$ cat config.mk
export PLATFORM = sky130hd
export DESIGN_NAME = tcw_ctrl_flat
export DESIGN_NICKNAME = d
export VERILOG_FILES = /design/src/design/tcw_pkg.sv /design/src/design/tcw_in_if.sv /design/src/design/tcw_out_if.sv /design/src/design/tcw_ctrl.sv /design/src/flat_wrapper.sv
export SDC_FILE = /design/constraint.sdc
export NUM_CORES = 1
export LEC_CHECK = 0
export BUFFER_PORTS_ARGS = -buffer_cell sky130_fd_sc_hd__buf_2
export CAP_MARGIN = 30
export CORE_MARGIN = 3
export CORE_UTILIZATION = 45
export CTS_CLUSTER_SIZE = 16
export DETAILED_ROUTE_END_ITERATION = 10
export PLACE_DENSITY_LB_ADDON = 0.15
export SYNTH_ARGS = -nofsm -noshare
export SYNTH_HDL_FRONTEND = slang
export SYNTH_SLANG_ARGS = --single-unit
$ cat constraint.sdc
create_clock -name i_clk -period 4.8 [get_ports i_clk]
set_input_delay 0.96 -clock i_clk [delete_from_list [all_inputs] [get_ports i_clk]]
set_output_delay 0.96 -clock i_clk [all_outputs]
set_load 0.05 [all_outputs]
$ cat src/design/tcw_pkg.sv
package tcw_pkg;

    localparam int DEF_COLS  = 80;
    localparam int DEF_ROWS  = 25;

    localparam int CMD_W     = 2;
    localparam int CHAR_W    = 8;
    localparam int ATTR_W    = 8;
    localparam int REQ_W     = 16;
    localparam int IDX_W     = 11;
    localparam int ROW_OUT_W = 5;
    localparam int COL_OUT_W = 7;
    localparam int WORD_W    = 16;

    localparam logic [CHAR_W-1:0] CH_NEWLINE   = 8'h0A;
    localparam logic [CHAR_W-1:0] CH_RETURN    = 8'h0D;
    localparam logic [CHAR_W-1:0] CH_BACKSPACE = 8'h08;
    localparam logic [CHAR_W-1:0] CH_SPACE     = 8'h20;

    localparam logic [ATTR_W-1:0] BLANK_ATTR_RESET = 8'h07;

    typedef enum logic [CMD_W-1:0] {
        CMD_PUT   = 2'd0,
        CMD_CLEAR = 2'd1,
        CMD_SET   = 2'd2,
        CMD_READ  = 2'd3
    } t_cmd;

    typedef enum logic [2:0] {
        ST_INIT,
        ST_IDLE,
        ST_CLEAR,
        ST_SCROLL,
        ST_DONE
    } t_state;

endpackage

$ cat src/design/tcw_in_if.sv
interface tcw_in_if;
    logic                              valid;
    logic                              ready;
    logic [tcw_pkg::CMD_W-1:0]         cmd;
    logic [tcw_pkg::CHAR_W-1:0]        char_code;
    logic [tcw_pkg::ATTR_W-1:0]        color;
    logic signed [tcw_pkg::REQ_W-1:0]  row_request;
    logic signed [tcw_pkg::REQ_W-1:0]  col_request;
    logic [tcw_pkg::IDX_W-1:0]         cell_index;

    modport source (
        output valid, cmd, char_code, color, row_request, col_request, cell_index,
        input  ready
    );
    modport sink (
        input  valid, cmd, char_code, color, row_request, col_request, cell_index,
        output ready
    );
endinterface

$ cat src/design/tcw_out_if.sv
interface tcw_out_if;
    logic                             valid;
    logic                             ready;
    logic [tcw_pkg::ROW_OUT_W-1:0]    cursor_row_out;
    logic [tcw_pkg::COL_OUT_W-1:0]    cursor_col_out;
    logic [tcw_pkg::WORD_W-1:0]       cell_word;

    modport source (
        output valid, cursor_row_out, cursor_col_out, cell_word,
        input  ready
    );
    modport sink (
        input  valid, cursor_row_out, cursor_col_out, cell_word,
        output ready
    );
endinterface

$ cat src/design/tcw_ctrl.sv
module tcw_ctrl #(
    parameter int COLS = tcw_pkg::DEF_COLS,
    parameter int ROWS = tcw_pkg::DEF_ROWS,
    localparam int CELLS  = ROWS * COLS,
    localparam int ADDR_W = $clog2(CELLS)
) (
    input  logic                        i_clk,
    input  logic                        i_rst_n,
    input  logic [tcw_pkg::ATTR_W-1:0]  i_blank_attr,
    tcw_in_if.sink                      i_in,
    tcw_out_if.source                   o_out,
    output logic                        o_we,
    output logic [ADDR_W-1:0]           o_waddr,
    output logic [tcw_pkg::WORD_W-1:0]  o_wdata,
    output logic                        o_re,
    output logic [ADDR_W-1:0]           o_raddr,
    input  logic [tcw_pkg::WORD_W-1:0]  i_rdata
);

    localparam int ROW_W  = $clog2(ROWS);
    localparam int COL_W  = $clog2(COLS);
    localparam int CNT_W  = $clog2(CELLS + 1);
    localparam int CMP_W  = (ADDR_W > tcw_pkg::IDX_W) ? ADDR_W : tcw_pkg::IDX_W;
    localparam logic signed [tcw_pkg::REQ_W-1:0] ROW_MAX_S = tcw_pkg::REQ_W'(ROWS - 1);
    localparam logic signed [tcw_pkg::REQ_W-1:0] COL_MAX_S = tcw_pkg::REQ_W'(COLS - 1);
    localparam logic signed [tcw_pkg::REQ_W-1:0] REQ_ZERO  = '0;

    tcw_pkg::t_state r_state, n_state;
    tcw_pkg::t_cmd   cmd;

    logic [ROW_W-1:0]  r_row, n_row;
    logic [COL_W-1:0]  r_col, n_col;
    logic [ADDR_W-1:0] r_addr;
    logic [CNT_W-1:0]  r_cnt, n_cnt;
    logic [CNT_W-1:0]  cnt_dec, cnt_fwd;
    logic              r_rd_sel, n_rd_sel;
    logic              r_out_valid, n_out_valid;
    logic [tcw_pkg::ROW_OUT_W-1:0] r_out_row;
    logic [tcw_pkg::COL_OUT_W-1:0] r_out_col;
    logic [tcw_pkg::WORD_W-1:0]    r_out_word;

    logic accept, out_free, load;
    logic row_last, col_last, is_nl, is_cr, is_bs, scroll_req;
    logic sweep_last, scroll_last;
    logic [tcw_pkg::WORD_W-1:0] blank_word;

    assign cmd        = tcw_pkg::t_cmd'(i_in.cmd);
    assign i_in.ready = (r_state == tcw_pkg::ST_IDLE);
    assign accept     = i_in.valid && i_in.ready;
    assign out_free   = !r_out_valid || o_out.ready;

    assign row_last   = (r_row == ROW_W'(ROWS - 1));
    assign col_last   = (r_col == COL_W'(COLS - 1));
    assign is_nl      = (i_in.char_code == tcw_pkg::CH_NEWLINE);
    assign is_cr      = (i_in.char_code == tcw_pkg::CH_RETURN);
    assign is_bs      = (i_in.char_code == tcw_pkg::CH_BACKSPACE);
    assign scroll_req = (cmd == tcw_pkg::CMD_PUT) && row_last
                        && (is_nl || (!is_cr && !is_bs && col_last));

    assign sweep_last  = (r_cnt == CNT_W'(CELLS - 1));
    assign scroll_last = (r_cnt == CNT_W'(CELLS));
    assign cnt_dec     = r_cnt - CNT_W'(1);
    assign cnt_fwd     = r_cnt + CNT_W'(COLS);
    assign blank_word  = {i_blank_attr, tcw_pkg::CH_SPACE};

    // next state
    always_comb begin
        n_state = r_state;
        case (r_state)
            tcw_pkg::ST_INIT: begin
                if (sweep_last) n_state = tcw_pkg::ST_IDLE;
            end
            tcw_pkg::ST_IDLE: begin
                if (accept) begin
                    if (cmd == tcw_pkg::CMD_CLEAR) n_state = tcw_pkg::ST_CLEAR;
                    else if (scroll_req)           n_state = tcw_pkg::ST_SCROLL;
                    else                           n_state = tcw_pkg::ST_DONE;
                end
            end
            tcw_pkg::ST_CLEAR: begin
                if (sweep_last) n_state = tcw_pkg::ST_DONE;
            end
            tcw_pkg::ST_SCROLL: begin
                if (scroll_last) n_state = tcw_pkg::ST_DONE;
            end
            tcw_pkg::ST_DONE: begin
                if (out_free) n_state = tcw_pkg::ST_IDLE;
            end
            default: n_state = tcw_pkg::ST_INIT;
        endcase
    end

    // datapath and memory control
    always_comb begin
        n_row    = r_row;
        n_col    = r_col;
        n_cnt    = r_cnt;
        n_rd_sel = r_rd_sel;
        o_we     = 1'b0;
        o_waddr  = r_addr;
        o_wdata  = blank_word;
        o_re     = 1'b0;
        o_raddr  = ADDR_W'(i_in.cell_index);
        load     = 1'b0;
        case (r_state)
            tcw_pkg::ST_INIT: begin
                o_we    = 1'b1;
                o_waddr = r_cnt[ADDR_W-1:0];
                o_wdata = {tcw_pkg::BLANK_ATTR_RESET, tcw_pkg::CH_SPACE};
                n_cnt   = sweep_last ? '0 : r_cnt + CNT_W'(1);
            end
            tcw_pkg::ST_IDLE: begin
                if (accept) begin
                    n_rd_sel = 1'b0;
                    case (cmd)
                        tcw_pkg::CMD_PUT: begin
                            if (is_nl) begin
                                n_col = '0;
                                if (!row_last) n_row = r_row + ROW_W'(1);
                            end else if (is_cr) begin
                                n_col = '0;
                            end else if (is_bs) begin
                                o_we    = 1'b1;
                                o_waddr = (r_addr == '0) ? '0 : r_addr - ADDR_W'(1);
                                if (r_col != '0) begin
                                    n_col = r_col - COL_W'(1);
                                end else if (r_row != '0) begin
                                    n_row = r_row - ROW_W'(1);
                                    n_col = COL_W'(COLS - 1);
                                end
                            end else begin
                                o_we    = 1'b1;
                                o_wdata = {i_in.color, i_in.char_code};
                                if (col_last) begin
                                    n_col = '0;
                                    if (!row_last) n_row = r_row + ROW_W'(1);
                                end else begin
                                    n_col = r_col + COL_W'(1);
                                end
                            end
                        end
                        tcw_pkg::CMD_CLEAR: begin
                            n_row = '0;
                            n_col = '0;
                        end
                        tcw_pkg::CMD_SET: begin
                            if (i_in.row_request < REQ_ZERO)       n_row = '0;
                            else if (i_in.row_request > ROW_MAX_S) n_row = ROW_W'(ROWS - 1);
                            else                                   n_row = i_in.row_request[ROW_W-1:0];
                            if (i_in.col_request < REQ_ZERO)       n_col = '0;
                            else if (i_in.col_request > COL_MAX_S) n_col = COL_W'(COLS - 1);
                            else                                   n_col = i_in.col_request[COL_W-1:0];
                        end
                        tcw_pkg::CMD_READ: begin
                            o_re     = 1'b1;
                            n_rd_sel = (CMP_W'(i_in.cell_index) < CMP_W'(CELLS));
                        end
                        default: ;
                    endcase
                end
            end
            tcw_pkg::ST_CLEAR: begin
                o_we    = 1'b1;
                o_waddr = r_cnt[ADDR_W-1:0];
                n_cnt   = sweep_last ? '0 : r_cnt + CNT_W'(1);
            end
            tcw_pkg::ST_SCROLL: begin
                // read one row ahead, write back the previous read in the next cycle
                o_we    = (r_cnt != '0);
                o_waddr = cnt_dec[ADDR_W-1:0];
                o_wdata = (r_cnt <= CNT_W'(CELLS - COLS)) ? i_rdata : blank_word;
                o_re    = (r_cnt < CNT_W'(CELLS - COLS));
                o_raddr = cnt_fwd[ADDR_W-1:0];
                n_cnt   = scroll_last ? '0 : r_cnt + CNT_W'(1);
            end
            tcw_pkg::ST_DONE: begin
                load = out_free;
            end
            default: ;
        endcase
    end

    assign n_out_valid = load ? 1'b1 : (o_out.ready ? 1'b0 : r_out_valid);

    always_ff @(posedge i_clk) begin
        if (!i_rst_n) begin
            r_state     <= tcw_pkg::ST_INIT;
            r_row       <= '0;
            r_col       <= '0;
            r_cnt       <= '0;
            r_out_valid <= 1'b0;
        end else begin
            r_state     <= n_state;
            r_row       <= n_row;
            r_col       <= n_col;
            r_cnt       <= n_cnt;
            r_out_valid <= n_out_valid;
        end
    end

    always_ff @(posedge i_clk) begin
        r_addr   <= ADDR_W'(r_row * COLS + r_col);
        r_rd_sel <= n_rd_sel;
        if (load) begin
            r_out_row  <= tcw_pkg::ROW_OUT_W'(r_row);
            r_out_col  <= tcw_pkg::COL_OUT_W'(r_col);
            r_out_word <= r_rd_sel ? i_rdata : '0;
        end
    end

    assign o_out.valid          = r_out_valid;
    assign o_out.cursor_row_out = r_out_row;
    assign o_out.cursor_col_out = r_out_col;
    assign o_out.cell_word      = r_out_word;

endmodule

$ cat src/flat_wrapper.sv
// flat-port wrapper written by rule: the top's interface ports become plain ports
module tcw_ctrl_flat 
#(
    parameter int COLS = tcw_pkg::DEF_COLS,
    parameter int ROWS = tcw_pkg::DEF_ROWS,
    localparam int CELLS  = ROWS * COLS,
    localparam int ADDR_W = $clog2(CELLS)
)
  (i_clk, i_rst_n, i_blank_attr, o_we, o_waddr, o_wdata, o_re, o_raddr, i_rdata, i_in_valid, i_in_cmd, i_in_char_code, i_in_color, i_in_row_request, i_in_col_request, i_in_cell_index, i_in_ready, o_out_valid, o_out_cursor_row_out, o_out_cursor_col_out, o_out_cell_word, o_out_ready);
  tcw_in_if i_in_i ();
  tcw_out_if o_out_i ();
  input  logic i_clk;
  input  logic i_rst_n;
  input  logic [tcw_pkg::ATTR_W-1:0] i_blank_attr;
  output logic o_we;
  output logic [ADDR_W-1:0] o_waddr;
  output logic [tcw_pkg::WORD_W-1:0] o_wdata;
  output logic o_re;
  output logic [ADDR_W-1:0] o_raddr;
  input  logic [tcw_pkg::WORD_W-1:0] i_rdata;
  input wire logic [$bits(i_in_i.valid)-1:0] i_in_valid;
  input wire logic [$bits(i_in_i.cmd)-1:0] i_in_cmd;
  input wire logic [$bits(i_in_i.char_code)-1:0] i_in_char_code;
  input wire logic [$bits(i_in_i.color)-1:0] i_in_color;
  input wire logic [$bits(i_in_i.row_request)-1:0] i_in_row_request;
  input wire logic [$bits(i_in_i.col_request)-1:0] i_in_col_request;
  input wire logic [$bits(i_in_i.cell_index)-1:0] i_in_cell_index;
  output wire logic [$bits(i_in_i.ready)-1:0] i_in_ready;
  output wire logic [$bits(o_out_i.valid)-1:0] o_out_valid;
  output wire logic [$bits(o_out_i.cursor_row_out)-1:0] o_out_cursor_row_out;
  output wire logic [$bits(o_out_i.cursor_col_out)-1:0] o_out_cursor_col_out;
  output wire logic [$bits(o_out_i.cell_word)-1:0] o_out_cell_word;
  input wire logic [$bits(o_out_i.ready)-1:0] o_out_ready;
  assign i_in_i.valid = i_in_valid;
  assign i_in_i.cmd = i_in_cmd;
  assign i_in_i.char_code = i_in_char_code;
  assign i_in_i.color = i_in_color;
  assign i_in_i.row_request = i_in_row_request;
  assign i_in_i.col_request = i_in_col_request;
  assign i_in_i.cell_index = i_in_cell_index;
  assign i_in_ready = i_in_i.ready;
  assign o_out_valid = o_out_i.valid;
  assign o_out_cursor_row_out = o_out_i.cursor_row_out;
  assign o_out_cursor_col_out = o_out_i.cursor_col_out;
  assign o_out_cell_word = o_out_i.cell_word;
  assign o_out_i.ready = o_out_ready;
  tcw_ctrl #(.COLS(COLS), .ROWS(ROWS)) u_core (.i_clk(i_clk), .i_rst_n(i_rst_n), .i_blank_attr(i_blank_attr), .i_in(i_in_i), .o_out(o_out_i), .o_we(o_we), .o_waddr(o_waddr), .o_wdata(o_wdata), .o_re(o_re), .o_raddr(o_raddr), .i_rdata(i_rdata));
endmodule
==> impl_metrics.yaml <==
yosys:
  synth.area.top_cells: "edfxtp_1 17%, dfxtp_1 15%, ha_1 6.5%"
  synth_top_flop_cell: "dfxtp_1"
  yosysUniqueCellTypes: 71
  postSynthAreaPerCell_um2: 8.13
  synthArstFlopShare_pct: 0
  yosysWarnings: 0
  yosys.area.top_type: "edfxtp_1"
  syn_nets: 735
  syn_area_um2: 5030
  synth_cells: 618
  synth_edf_count: 29
  yosys.area.top_type_share_pct: 17.3
  synth-seq-cells: 67
  ys_seq_area_share_pct: 32.5
route:
  totalWireLength_mm: 15.7
  drt_iter0_drc: 382
  wl_per_cell_um: 17.4
  via_per_inst: 5.91
  firstDrtPassIters: 5
  drc: 0
  num_vias: 5341
  drtAntennaViolNets: 0
power:
  ir_worst_vdd_mv: 0.133
  power_density_nw_per_um2: 200
  cellLeakagePower_nw: 2.59
critical_path:
  cp_cell_sequence: "nand3_1 > nor2b_1 > nor2_1 > a221o_1 > buf_2"
  setup.worst_path.start_class: "register"
  crit_path_end_kind: "primary output"
  slowest_stage: "dfxtp_1"
  worstSetupPathType: "reg2out"
  worstPathRequired_ps: 3840
  max_stage_delay_ps: 1010
  crit_fanout: 27
  crit_arrival_ps: 3580
grt:
  grt_pass1_vias: 5054
  antenna_found_initial: 2
  grt_max_degree: 30
  grt_usage_pct: 24.4
  grt_pass1_wl_mm: 25.1
  overflow: 0
floorplanning:
  io_pins: 159
  rows: 37
  placeableCoreArea_um2: 10600
  die_area_um2: 12500
  die_h_um: 112
  initial_core_util_pct: 47.4
  die_width_um: 112
placed_design:
  io_buffers: 158
  dpl-instance-area_um2: 5940
  place_inst: 888
  place.gp.congestion: 0.893
  hpwl_mm: 12.0
  pre_cts_slack_ps: 499
final_layout:
  layout-drive-gt1-share_pct: 26.2
  nets: 880
  regArea_um2: 1630
  fin_cells: 904
  synthToLayoutAreaGrowth_pct: 21.9
  finalInstanceArea_um2: 6130
  multiInputGateArea_um2: 3140
  fillers: 982
  antenna_cells: 0
clock_network:
  post-cts-setup-buffers: 0
  cts_hold_buf: 0
  htreeDepth: 3
  cts_made_buffers: 9
  cts.sinks: 67
  cts_resized: 0
  clock_latency_ps: 350
  cts_buffer_depth: 2
  tritoncts: "yes"
  cts_root_buf: "clkbuf_8"
  clk_pin_slew_worst_paths_ps: 80
hold_path:
  min_path_type: "reg2reg"
sta:
  setup_tns_ps: 0
  fin_ws_ps: 256
  min_period_ps: 4540
  clock.fmax_mhz: 220
  tightest_slew_ps: 1040
  fin_skew_ps: 7.89
  finalHoldViolCount: 0
  rsz0062_at_grt: "no"
  slew_violations: 0
  final_min_period_over_clock_period_pct: 94.7
  relSlewSlack_pct: 30.3
  setup_viol: 0
flow_run:
  maxCapViolCount: 0
outcome:
  status: "complete, no violations"
==> synthesized netlist by cell type (3+ instances only) <==
cell type / instances
nand3_1: 23
nand4_1: 8
xnor2_1: 18
nor4_1: 15
o31ai_1: 3
a31oi_1: 4
o211ai_1: 3
o31a_1: 4
or4_1: 4
nand2b_1: 5
edfxtp_1: 29
o211a_1: 4
a21boi_0: 4
o21ai_0: 58
ha_1: 26
a32oi_1: 4
a211oi_1: 9
inv_1: 33
a21o_1: 9
nor3_1: 17
nor4b_1: 4
a221oi_1: 4
or3b_2: 4
and2_1: 16
mux2i_1: 3
mux2_2: 3
o21a_1: 5
or3_1: 6
nand2_1: 45
nor2b_1: 6
a21oi_1: 41
xor2_1: 6
o221ai_1: 3
a22o_1: 10
dfxtp_1: 38
clkbuf_1: 31
nor2_1: 63
==> critical path: cells and delay by family (launching register included) <==
kind            cells  cell delay, ps
simple gates        3            1660
compound gates      1             350
flops               1            1010
buf+inv             1             210
==> cells in the final DEF, fill, tap and decap left out, types with 4 or more instances in the layout <==
master	n
a211oi_1	9
a21boi_0	4
a21o_1	9
a21oi_1	41
a221oi_1	4
a22o_1	10
a31oi_1	4
a32oi_1	4
and2_1	16
buf_2	158
buf_4	10
clkbuf_8	9
dfxtp_1	38
edfxtp_1	29
ha_1	26
inv_1	33
nand2_1	45
nand2b_1	5
nand3_1	23
nand4_1	8
nor2_1	63
nor2b_1	6
nor3_1	17
nor4_1	14
nor4b_1	4
o211a_1	4
o21a_1	5
o21ai_0	58
o31a_1	4
or3_1	6
or3b_2	4
or4_1	4
xnor2_1	18
xor2_1	6
==> final timing paths <==
kind / from / end / slack, ps / cells after the start
max reg2reg: u_core.r_col[0] / u_core.r_row[3] / 2110 / 7
min reg2reg: u_core.r_col[1] / u_core.r_addr[1] / 460 / 0
max: u_core.r_state[0] / o_wdata[11] / 260 / 5
min: u_core.r_col[1] / u_core.r_addr[1] / 460 / 0
==> metrics by stage <==
step / hold WS (ps) / utilization (%) / power (mW)
floorplan: 394 / - / 0.697
global placement: 450 / 56.0 / 0.763
detailed placement: 450 / 56.0 / 0.766
CTS: 466 / 57.8 / 1.23
global route: 485 / 57.8 / 1.28
finish: 464 / 57.8 / 1.23
==> metal layers <==
metal / track usage [%] / routed length, um
met1: 30.4 / 6510
met2: 42.0 / 7660
met3: 5.22 / 1240
met4: 8.11 / 299
met5: 0 / 21
==> where the power goes <==
| group | leakage, nW | switching, mW | internal, mW |
|---|---|---|---|
| logic | 1.93 | 0.0972 | 0.0605 |
| clock network | 0.0931 | 0.236 | 0.238 |
| registers | 0.569 | 0.00459 | 0.592 |
==> flip-flops by register name, indices dropped and copies added (netlist names) <==
signal / flops
u_core.o_out.cursor_col_out: 7
u_core.r_state: 3
u_core.r_col: 7
u_core.o_out.valid: 1
u_core.r_row: 5
u_core.r_cnt: 11
u_core.o_out.cell_word: 16
u_core.r_rd_sel: 1
u_core.o_out.cursor_row_out: 5
u_core.r_addr: 11
==> cell type report <==
class,count,area share (%)
multi-input combinational,482,51.2
sequential,67,26.6
timing repair buffer,168,14.1
tap,136,2.78
inverter,35,2.14
clock buffer,9,2.02
clock inverter,7,1.10
==> cells by family (layout without fill, tap and decap cells) <==
logic type | after synthesis | after routing | share of synthesized area, %
multiplexers | 6 | 6 | 1.27
XOR/XNOR | 24 | 24 | 4.18
flip-flops | 67 | 67 | 32.5
AO/OA/AOI/OAI | 190 | 190 | 25.3
adder cells (fa/ha/maj) | 28 | 28 | 7.27
AND/OR/NAND/NOR | 234 | 234 | 24.3
buffers and inverters | 69 | 219 | 5.23
Note: power is estimated with default switching activity, not from simulation.
